File: src/hw/rtl/lswc_pkg.sv
// lswc_pkg: shared types and constants for the line sensor weighted centroid core
// no dependencies; imported by lswc_ctrl, lswc_dp and the top level
`default_nettype none

package lswc_pkg;

  localparam int NUM_CH        = 8;
  localparam int SAMPLE_W      = 8;
  localparam int FRAC_BITS_DEF = 8;
  localparam int SUM_W         = 11;  // up to 8 * 255
  localparam int WSUM_W        = 13;  // signed, magnitude up to 2550
  localparam int MAG_W         = 12;
  localparam int OFS_W         = 12;
  localparam int CNT_OUT_W     = 4;
  localparam logic [SAMPLE_W-1:0] GRAY_RESET = 8'd50;

  localparam logic signed [3:0] CH_WEIGHT [NUM_CH] = '{
    -4'sd4, -4'sd3, -4'sd2, -4'sd1, 4'sd1, 4'sd2, 4'sd3, 4'sd4
  };

  typedef enum logic [1:0] {
    ST_IDLE,
    ST_SUM,
    ST_DIV,
    ST_DONE
  } lswc_state_t;

  typedef struct packed {
    logic load;  // capture frame
    logic sum;   // form sums, seed divider
    logic step;  // one restoring divide step
    logic fin;   // load output register
  } lswc_cmd_t;

  typedef struct packed {
    logic out_busy;  // output register holds an untaken beat
  } lswc_stat_t;

endpackage

`default_nettype wire

File: src/hw/rtl/lswc_ctrl.sv
// lswc_ctrl: sequencing state machine for the centroid core
// depends on lswc_pkg; drives lswc_dp through lswc_cmd_t
`default_nettype none

module lswc_ctrl
  import lswc_pkg::*;
#(
  parameter int FRAC_BITS = FRAC_BITS_DEF
) (
  input  wire logic       clk,
  input  wire logic       rst_n,
  input  wire logic       in_tvalid,
  output logic            in_tready,
  input  wire lswc_stat_t stat,
  output lswc_cmd_t       cmd
);

  localparam int QW    = FRAC_BITS + 3;
  localparam int CNT_W = $clog2(QW);

  lswc_state_t      state_r, state_nxt;
  logic [CNT_W-1:0] cnt_r, cnt_nxt;

  always_ff @(posedge clk) begin
    if (!rst_n) begin
      state_r <= ST_IDLE;
      cnt_r   <= '0;
    end else begin
      state_r <= state_nxt;
      cnt_r   <= cnt_nxt;
    end
  end

  always_comb begin
    state_nxt = state_r;
    cnt_nxt   = cnt_r;
    cmd       = '0;
    in_tready = 1'b0;
    unique case (state_r)
      ST_IDLE: begin
        in_tready = 1'b1;
        if (in_tvalid) begin
          cmd.load  = 1'b1;
          state_nxt = ST_SUM;
        end
      end
      ST_SUM: begin
        cmd.sum   = 1'b1;
        cnt_nxt   = '0;
        state_nxt = ST_DIV;
      end
      ST_DIV: begin
        cmd.step = 1'b1;
        if (cnt_r == CNT_W'(QW - 1)) begin
          state_nxt = ST_DONE;
        end else begin
          cnt_nxt = cnt_r + 1'b1;
        end
      end
      ST_DONE: begin
        if (!stat.out_busy) begin
          cmd.fin   = 1'b1;
          state_nxt = ST_IDLE;
        end
      end
      default: state_nxt = ST_IDLE;
    endcase
  end

endmodule

`default_nettype wire

File: src/hw/rtl/lswc_dp.sv
// lswc_dp: frame capture, sums, restoring divider, saturation and output register
// depends on lswc_pkg; commanded by lswc_ctrl
`default_nettype none

module lswc_dp
  import lswc_pkg::*;
#(
  parameter int FRAC_BITS = FRAC_BITS_DEF
) (
  input  wire logic                         clk,
  input  wire logic                         rst_n,
  input  wire lswc_cmd_t                    cmd,
  output lswc_stat_t                        stat,
  input  wire logic                         cfg_valid,
  input  wire logic [SAMPLE_W-1:0]          cfg_data,
  input  wire logic [NUM_CH*SAMPLE_W-1:0]   frame,
  output logic                              out_valid,
  input  wire logic                         out_ready,
  output logic [OFS_W-1:0]                  out_offset,
  output logic                              out_lost,
  output logic [CNT_OUT_W-1:0]              out_count
);

  localparam int QW    = FRAC_BITS + 3;          // quotient bits, q <= 4 * 2^FRAC_BITS
  localparam int CW    = (QW > 13) ? QW : 13;    // compare width for saturation
  localparam int REM_W = SUM_W;

  logic [SAMPLE_W-1:0]  thr_r;
  logic [SAMPLE_W-1:0]  m_r [NUM_CH];
  logic [NUM_CH-1:0]    act_r;

  logic [SUM_W-1:0]     sum_r;
  logic                 neg_r;
  logic [CNT_OUT_W-1:0] cnt_r;
  logic [REM_W-1:0]     rem_r;
  logic [QW-1:0]        qd_r;

  logic [OFS_W-1:0]     held_r;
  logic                 out_valid_r;
  logic [OFS_W-1:0]     out_offset_r;
  logic                 out_lost_r;
  logic [CNT_OUT_W-1:0] out_count_r;

  // threshold register
  always_ff @(posedge clk) begin
    if (!rst_n) begin
      thr_r <= GRAY_RESET;
    end else if (cfg_valid) begin
      thr_r <= cfg_data;
    end
  end

  // frame capture with threshold masking
  always_ff @(posedge clk) begin
    if (cmd.load) begin
      for (int i = 0; i < NUM_CH; i++) begin
        act_r[i] <= frame[i*SAMPLE_W +: SAMPLE_W] > thr_r;
        m_r[i]   <= (frame[i*SAMPLE_W +: SAMPLE_W] > thr_r) ?
                    frame[i*SAMPLE_W +: SAMPLE_W] : '0;
      end
    end
  end

  // sums over the masked samples
  logic [SUM_W-1:0]         sum_c;
  logic signed [WSUM_W-1:0] wsum_c;
  logic [CNT_OUT_W-1:0]     cnt_c;
  logic [MAG_W-1:0]         mag_c;

  always_comb begin
    sum_c  = '0;
    wsum_c = '0;
    cnt_c  = '0;
    for (int i = 0; i < NUM_CH; i++) begin
      sum_c  = sum_c + SUM_W'(m_r[i]);
      wsum_c = wsum_c + $signed({{(WSUM_W-SAMPLE_W){1'b0}}, m_r[i]})
                      * WSUM_W'(CH_WEIGHT[i]);
      cnt_c  = cnt_c + CNT_OUT_W'(act_r[i]);
    end
    mag_c = wsum_c[WSUM_W-1] ? MAG_W'(-wsum_c) : MAG_W'(wsum_c);
  end

  // restoring divide step: dividend bits leave the top of qd_r into the remainder, quotient enters below
  logic [REM_W:0] trial_c;
  logic           qbit_c;

  always_comb begin
    trial_c = {rem_r, qd_r[QW-1]};
    qbit_c  = trial_c >= (REM_W+1)'(sum_r);
  end

  always_ff @(posedge clk) begin
    if (cmd.sum) begin
      sum_r <= sum_c;
      neg_r <= wsum_c[WSUM_W-1];
      cnt_r <= cnt_c;
      // top dividend bits are below sum, so they seed the remainder directly
      rem_r <= REM_W'(mag_c[MAG_W-1:3]);
      qd_r  <= {mag_c[2:0], {FRAC_BITS{1'b0}}};
    end else if (cmd.step) begin
      rem_r <= qbit_c ? REM_W'(trial_c - (REM_W+1)'(sum_r)) : REM_W'(trial_c);
      qd_r  <= {qd_r[QW-2:0], qbit_c};
    end
  end

  // sign and saturation, or the held offset when lost
  logic [CW-1:0]    qx_c;
  logic [CW-1:0]    qneg_c;
  logic [OFS_W-1:0] res_c;
  logic             lost_c;

  always_comb begin
    qx_c   = CW'(qd_r);
    qneg_c = -qx_c;
    lost_c = (cnt_r == '0) || (sum_r == '0);
    if (lost_c) begin
      res_c = held_r;
    end else if (neg_r) begin
      res_c = (qx_c > CW'(2048)) ? 12'h800 : qneg_c[OFS_W-1:0];
    end else begin
      res_c = (qx_c > CW'(2047)) ? 12'h7FF : qx_c[OFS_W-1:0];
    end
  end

  always_ff @(posedge clk) begin
    if (!rst_n) begin
      held_r      <= '0;
      out_valid_r <= 1'b0;
    end else begin
      if (cmd.fin) begin
        out_valid_r <= 1'b1;
        if (!lost_c) begin
          held_r <= res_c;
        end
      end else if (out_ready) begin
        out_valid_r <= 1'b0;
      end
    end
  end

  always_ff @(posedge clk) begin
    if (cmd.fin) begin
      out_offset_r <= res_c;
      out_lost_r   <= lost_c;
      out_count_r  <= cnt_r;
    end
  end

  assign stat.out_busy = out_valid_r && !out_ready;
  assign out_valid     = out_valid_r;
  assign out_offset    = out_offset_r;
  assign out_lost      = out_lost_r;
  assign out_count     = out_count_r;

endmodule

`default_nettype wire

File: src/hw/rtl/line_sensor_weighted_centroid_core.sv
// line_sensor_weighted_centroid_core: top level of the line position core
// depends on lswc_pkg, lswc_ctrl and lswc_dp
`default_nettype none

// Takes one frame of eight 8-bit reflectance samples per input beat and returns
// one result beat: the line offset as signed fixed point with FRAC_BITS fraction
// bits, the lost flag and the count of channels above the gray threshold. A
// channel is active when its sample is strictly above the threshold; the offset
// is the weighted sum (weights -4..-1, +1..+4 left to right) over the active
// samples divided by their plain sum, truncated toward zero and saturated to
// twelve bits. With no active channel the last good offset is repeated and lost
// is set. A frame goes through capture and threshold, forming both sums, a one-bit
// restoring divider over FRAC_BITS + 3 quotient bits, and saturation with the load
// of the output register; the next frame is accepted only once the core is back
// in idle. The output register lets the next frame be taken while a result beat
// still waits; the finish step stalls only while the previous result is still
// untaken. The threshold register resets to 50 and is written through the cfg
// channel, which is always ready.

module line_sensor_weighted_centroid_core
  import lswc_pkg::*;
#(
  parameter int FRAC_BITS = FRAC_BITS_DEF  // 4..16
) (
  input  wire logic                       clk,
  input  wire logic                       rst_n,
  // input frame channel
  input  wire logic                       in_tvalid,
  output logic                            in_tready,
  input  wire logic [NUM_CH*SAMPLE_W-1:0] in_tdata,   // ch_0 [7:0] .. ch_7 [63:56]
  // result channel
  output logic                            out_tvalid,
  input  wire logic                       out_tready,
  output logic [15:0]                     out_tdata,  // offset [11:0], lit_count [15:12]
  output logic                            out_tuser,  // lost
  // threshold write channel
  input  wire logic                       cfg_valid,
  output logic                            cfg_ready,
  input  wire logic [SAMPLE_W-1:0]        cfg_data    // gray_threshold
);

  lswc_cmd_t            cmd;
  lswc_stat_t           stat;
  logic [OFS_W-1:0]     offset;
  logic [CNT_OUT_W-1:0] lit_count;

  // threshold writes are taken at any time
  assign cfg_ready = 1'b1;

  // sequencer: capture, sum, divide, finish
  lswc_ctrl #(
    .FRAC_BITS (FRAC_BITS)
  ) u_ctrl (
    .clk       (clk),
    .rst_n     (rst_n),
    .in_tvalid (in_tvalid),
    .in_tready (in_tready),
    .stat      (stat),
    .cmd       (cmd)
  );

  // datapath with held offset and output register
  lswc_dp #(
    .FRAC_BITS (FRAC_BITS)
  ) u_dp (
    .clk        (clk),
    .rst_n      (rst_n),
    .cmd        (cmd),
    .stat       (stat),
    .cfg_valid  (cfg_valid && cfg_ready),
    .cfg_data   (cfg_data),
    .frame      (in_tdata),
    .out_valid  (out_tvalid),
    .out_ready  (out_tready),
    .out_offset (offset),
    .out_lost   (out_tuser),
    .out_count  (lit_count)
  );

  // pack result fields, offset in the low bits
  assign out_tdata = {lit_count, offset};

endmodule

`default_nettype wire

File: config.mk
export PLATFORM = sky130hd
export DESIGN_NAME = line_sensor_weighted_centroid_core
export DESIGN_NICKNAME = d
export VERILOG_FILES = /design/src/hw/rtl/lswc_pkg.sv /design/src/hw/rtl/lswc_ctrl.sv /design/src/hw/rtl/lswc_dp.sv /design/src/hw/rtl/line_sensor_weighted_centroid_core.sv
export SDC_FILE = /design/constraint.sdc
export NUM_CORES = 1
export LEC_CHECK = 0
export BUFFER_PORTS_ARGS = -buffer_cell sky130_fd_sc_hd__clkbuf_2
export CAP_MARGIN = 15
export CORE_ASPECT_RATIO = 0.5
export CORE_MARGIN = 2
export CORE_UTILIZATION = 31
export DETAILED_ROUTE_END_ITERATION = 12
export HOLD_SLACK_MARGIN = 0.03
export PLACE_DENSITY = 0.44
export SLEW_MARGIN = 20
export SYNTH_ARGS = -nofsm -noshare
export SYNTH_HDL_FRONTEND = slang
export SYNTH_HIERARCHICAL = 1
export SYNTH_SLANG_ARGS = --single-unit
File: constraint.sdc
create_clock -name clk -period 16.5 [get_ports clk]
set_input_delay 1.65 -clock clk [delete_from_list [all_inputs] [get_ports clk]]
set_output_delay 1.65 -clock clk [all_outputs]
set_load 0.05 [all_outputs]
[Word level (Yosys, flattened, before mapping)]
Memory sizes are Yosys's and may differ from the RTL's.
Index checks and enable logic that the tools add are counted.
Storage, ports and cells
  register bits after elaboration: 90
  bits in writable memories: 64
  input bits: 77
  output and inout port bits: 20
  word-level logic and storage cells: 110
  memories: 1
Memories
  u_dp.m_r: words 8, width 8, rd ports 8, clocked after memory_dff 0, write ports 8, line lswc_dp.sv:29  | logic [SAMPLE_W-1:0] m_r [NUM_CH];
Operators by class
  $add $sub $neg: 28
  $mul: 2
  magnitude comparators: 9
  equal/unequal tests: 8
  multiplexer cells: 33
  bitwise gates (word level): 1
  reduce and logical (&&, ||, !) cells: 12
Operator list (count)
  $add A11 B8 Y11: 6
  $gt A8 B8 Y1: 8
  $mux W8: 8
  $add A13 B13 Y13: 4
  $mux W12: 3
  $mux W11: 3
  $add A4 B1 Y4: 6
  $mux W9: 2
  $add A13 B10 Y13: 1
  $add A13 B11 Y13: 1
  $add A13 B9 Y13: 1
  $neg A8 Y13: 1
  $ge A12 B11 Y1: 1
  $mul A9 B3 Y12 const B: 1
  $neg A11 Y12: 1
  $neg A12 Y12: 1
  $neg A8 Y12: 1
  $logic_not A11 Y1: 1
  $mux W1: 11
  $neg A8 Y11: 1
  $sub A11 B11 Y11: 1
  $mul A8 B2 Y10 const B: 1
  $add A8 B8 Y9: 1
  $pmux W2 S4: 1
  other kinds (19): 27

[Depth between registers and ports, before layout]
An unclocked memory read counts as a cell.
  depth in word-level cells: 12
  depth in mapped cells: 26
  mapped depth without buffers: 26

[Modules after synthesis]
The synthesis kept the hierarchy.
By module, submodules not included
  lswc_dp: times used 1, cells each 1128, area an instance 12195.4 µm², sequential area each 4134.0 µm²
  lswc_ctrl: times used 1, cells each 42, area an instance 397.9 µm², sequential area each 120.1 µm²
  line_sensor_weighted_centroid_core: times used 1, cells each 2, area an instance 11.3 µm², sequential area each 0.0 µm²

[Worst setup path before layout]
No wires, ideal clock.
  path kind: register to register
  from: memory u_dp.m_r[6][0], in the netlist u_dp/m_r[1][16]
  to: register u_dp.rem_r[8] (data pin)
  setup time: 0.259 ns
  arrival: 5.975 ns
  data required time: 16.241 ns
  setup slack: 10.266 ns
  cell stages (with the launch flop): 26
  buffers on the path: 0
  clock period less this slack: 6.234 ns
  cells stage by stage: edfxtp_1 -> ha_1 -> inv_1 -> fa_1 -> inv_1 -> a21oi_1 -> o21bai_1 -> a21o_1 -> a21o_1 -> xor2_1 -> fa_1 -> inv_1 -> fa_1 -> fa_1 -> fa_1 -> inv_1 -> fa_1 -> inv_1 -> ha_1 -> a21o_1 -> a221oi_1 -> xnor2_1 -> o21ai_0 -> nor3b_1 -> nor3_1 -> o31a_1
RTL lines
  from (decl): line lswc_dp.sv:29
  to (signal assigned): line lswc_dp.sv:98  | rem_r <= REM_W'(mag_c[MAG_W-1:3]);
  to (signal assigned): line lswc_dp.sv:101  | rem_r <= qbit_c ? REM_W'(trial_c - (REM_W+1)'(sum_r)) : REM_W'(trial_c);
  to (decl): line lswc_dp.sv:35  | logic [REM_W-1:0] rem_r;

==> qor.yml <==
grt:
  gr-max-usage-layer: "met2"
  grt.overflow.total: 0
  grtUsageTotal_pct: 15.45
  grtUsageMet1_pct: 22.49
  grt_pass1_wl_mm: 49.82
  antenna_found_initial: 0
  grt_max_degree: 73
  use_met2_pct: 24.03
  grt_pass1_vias: 8958
  grt_use_met3_pct: 2.672
clock_tree:
  clk_latency_ps: 440
  clk_pin_slew_ps: 70
  clkSinkCount: 154
  cts_buffer_depth: 2
  holdBufCountCts: 0
  numCtsBuffers: 17
  cts.repair.resized: 0
  post_cts_buffers: 0
  cts_tree: "done"
  cts-root-buf: "clkbuf_16"
  h-tree-depth: 4
synth:
  ys_ff_latch: 154
  synthCells: 1172
  ys_async_sr_fraction_pct: 0
  seq_area_frac_synth_pct: 33.75
  yosys_warnings: 6
  ys.flop_type: "edfxtp_1"
  avgSynthCellArea_sq_um: 10.75
  ys_types: 67
  synth-edff-count: 117
  syn_nets: 1501
  synth_area_sq_um: 12600
placement:
  io_buffers: 95
  hpwlAfterDp_mm: 26.44
  gp_congestion: 0.8002
floorplanning:
  pin_count: 97
  coreArea_sq_um: 40270
  num_rows: 52
  dieArea_sq_um: 42390
  die_w_microns: 289.2
  die_y_microns: 146.6
  initial_core_util_pct: 31.30
setup_path:
  worst_ep_arrival_time_ps: 7290
  rr_startpoint: "u_dp/m_r[1][17]$_SDFFCE_PN0P_"
  crit_type: "reg -> reg"
  cp-startpoint: "u_dp/m_r[1][17]$_SDFFCE_PN0P_"
  reg2reg_depth: 25
  cp_max_fo: 13
  crit_path_end_kind: "flop"
  endpoint: "u_dp/rem_r[2]$_DFFE_PP_"
  r2r_setup_slack_ps: 9400
  start_kind: "flop"
  r2r_end: "u_dp/rem_r[2]$_DFFE_PP_"
  required_ps: 16690
run:
  cap_violations: 0
timing:
  relSlewSlack_pct: 28.54
  setup_tns_ps: 0
  hold_violations: 0
  fmax_mhz: 140.8
  maxSlewViolCount: 0
  min_period_ps: 7100
  rsz0062_at_grt: "false"
  period_share_pct: 43.03
  worst_slew_pin_slew_ps: 1071
  clock_skew_ps: 12.55
  setup-violations-final: 0
cells_and_area:
  layout.nets: 1603
  final_common_cell: "inv_1"
  syn_to_final_growth_pct: 13.37
  drive_gt1_share_pct: 11.89
  final_cell_mix: "209 x inv_1, 138 x ha_1, 117 x edfxtp_1"
  n_fill_cell: 4028
routing:
  routedWlPerCell_microns: 17.46
  drc: 0
  drt-vias-per-instance: 4.646
  wirelength_mm: 31.93
  drt_iter0_drc: 400
  vias: 8492
  ant_nets: 0
  drtPass1Iterations: 6
hold_path:
  min_from: "u_dp/cnt_r[1]$_DFFE_PP_"
  hold_class: "reg -> reg"
outcome:
  outcome: "finished clean"
-- registers in the layout, indices dropped and copies added (netlist names) --
name,count
u_dp/m_r,64
u_dp/thr_r,8
u_dp/out_offset,12
u_dp/qd_r,11
u_dp/act_r,8
u_dp/held_r,12
u_dp/out_count,4
u_dp/out_lost,1
u_dp/out_valid,1
u_dp/cnt_r,4
u_dp/neg_r,1
u_ctrl/cnt_r,4
u_ctrl/state_r,2
u_dp/sum_r,11
u_dp/rem_r,11
-- per-stage QoR --
stage               setup WS [ps]  instances  util (%)  hold slack [ps]  area [sq um]
global route                 8910       1827     35.48            475.6         14290
CTS                          9353       1827     35.47            454.4         14290
global placement             9513       1795     34.10            437.5         13730
detailed placement           9390       1795     34.10            437.4         13730
finish                       9400       1828     35.48            451.6         14290
floorplan                   10270       1172         -            426.8         12600
-- cell families (layout without fill, tap and decap cells) --
family | count (synthesis) | in the layout | share of synthesized area [%]
and+or+nand+nor | 271 | 271 | 11.86
adders and majority gates | 252 | 252 | 31.69
buffers and inverters | 229 | 344 | 6.919
AOI/OAI and AO/OA | 196 | 196 | 10.62
DFF | 154 | 154 | 33.75
xor gates and xnor gates | 49 | 49 | 3.524
muxes | 20 | 20 | 1.608
other | 1 | 2 | 0.02975
-- worst max-delay path, stage by stage, from the launching register on --
cell      delay [ps]
edfxtp_1         440
ha_1             210
inv_1             60
fa_1             390
inv_1             70
a21oi_1           60
o21bai_1         210
a21o_1           150
a21o_1           140
xor2_1           190
fa_1             440
inv_1             90
fa_1             440
fa_1             470
fa_1             550
inv_1             50
fa_1             500
inv_1             50
ha_1             340
or2_2            350
a21oi_1          170
o31ai_2           90
xnor2_1          700
inv_2            260
a21o_1           230
a31o_1           200
-- cell usage after synthesis (4+ instances only) --
library cell  instances  area (sq um)
xnor2_1              29         254.0
o21ai_0              26         130.1
a21o_1               27         202.7
o31ai_1               4         30.03
or3_1                 8         50.05
nor2b_1              25         156.4
o21a_1               21         157.7
ha_1                140          1752
xor2_1               19         166.4
nand2_1              35         131.4
nand2b_1              7         43.79
and3_1                7         43.79
nor2_1               50         187.7
fa_1                112          2242
clkbuf_1             14         52.55
a31oi_1              11         68.82
o211ai_1              6         45.04
nor4_1                8         50.05
o21ai_1               5         25.02
or2_2                 5         31.28
edfxtp_1            117          3513
a21oi_1              42         210.2
dfxtp_1              37         740.7
nand4_1              12         75.07
nor3_1               17         85.08
a22oi_1               4         30.03
nor3b_1              17         127.6
mux2i_1              18         180.2
nand3_1              20         100.1
o21bai_1              8         60.06
inv_1               209         784.5
o211a_1              12         120.1
a211oi_1             10         75.07
and2_1               51         319.1
-- layout make-up --
type                       instances  area, sq um  area share (%)
multi-input combinational        789         7495           52.45
timing repair buffer             101        520.5           3.642
inverter                         211        792.0           5.542
tap                              540        675.6           4.728
clock buffer                      17        425.4           2.977
antenna                            1        2.502         0.01751
sequential                       154         4254           29.77
clock inverter                    15        125.1          0.8756
-- metal layers --
metal  vias up  wire (microns)
met5         -               0
met4         0             296
met3        19            1067
met2       123           14130
met1      4150           16440
li1       4200               -
-- how the worst min path moves through the flow --
stage	endpoint	slack (ps)	cells after the start
after floorplan	u_dp/out_count[1]$_DFFE_PP_	430	0
after global placement	u_dp/out_count[1]$_DFFE_PP_	440	0
after detailed placement	u_dp/out_count[1]$_DFFE_PP_	440	0
after CTS	u_dp/out_count[1]$_DFFE_PP_	450	0
after global routing	u_dp/out_count[0]$_DFFE_PP_	480	0
final	u_dp/out_count[1]$_DFFE_PP_	450	0
Power is left out: the tool's default activity adds up to more than one toggle a clock period on the data nets, which glitch-free logic cannot reach.
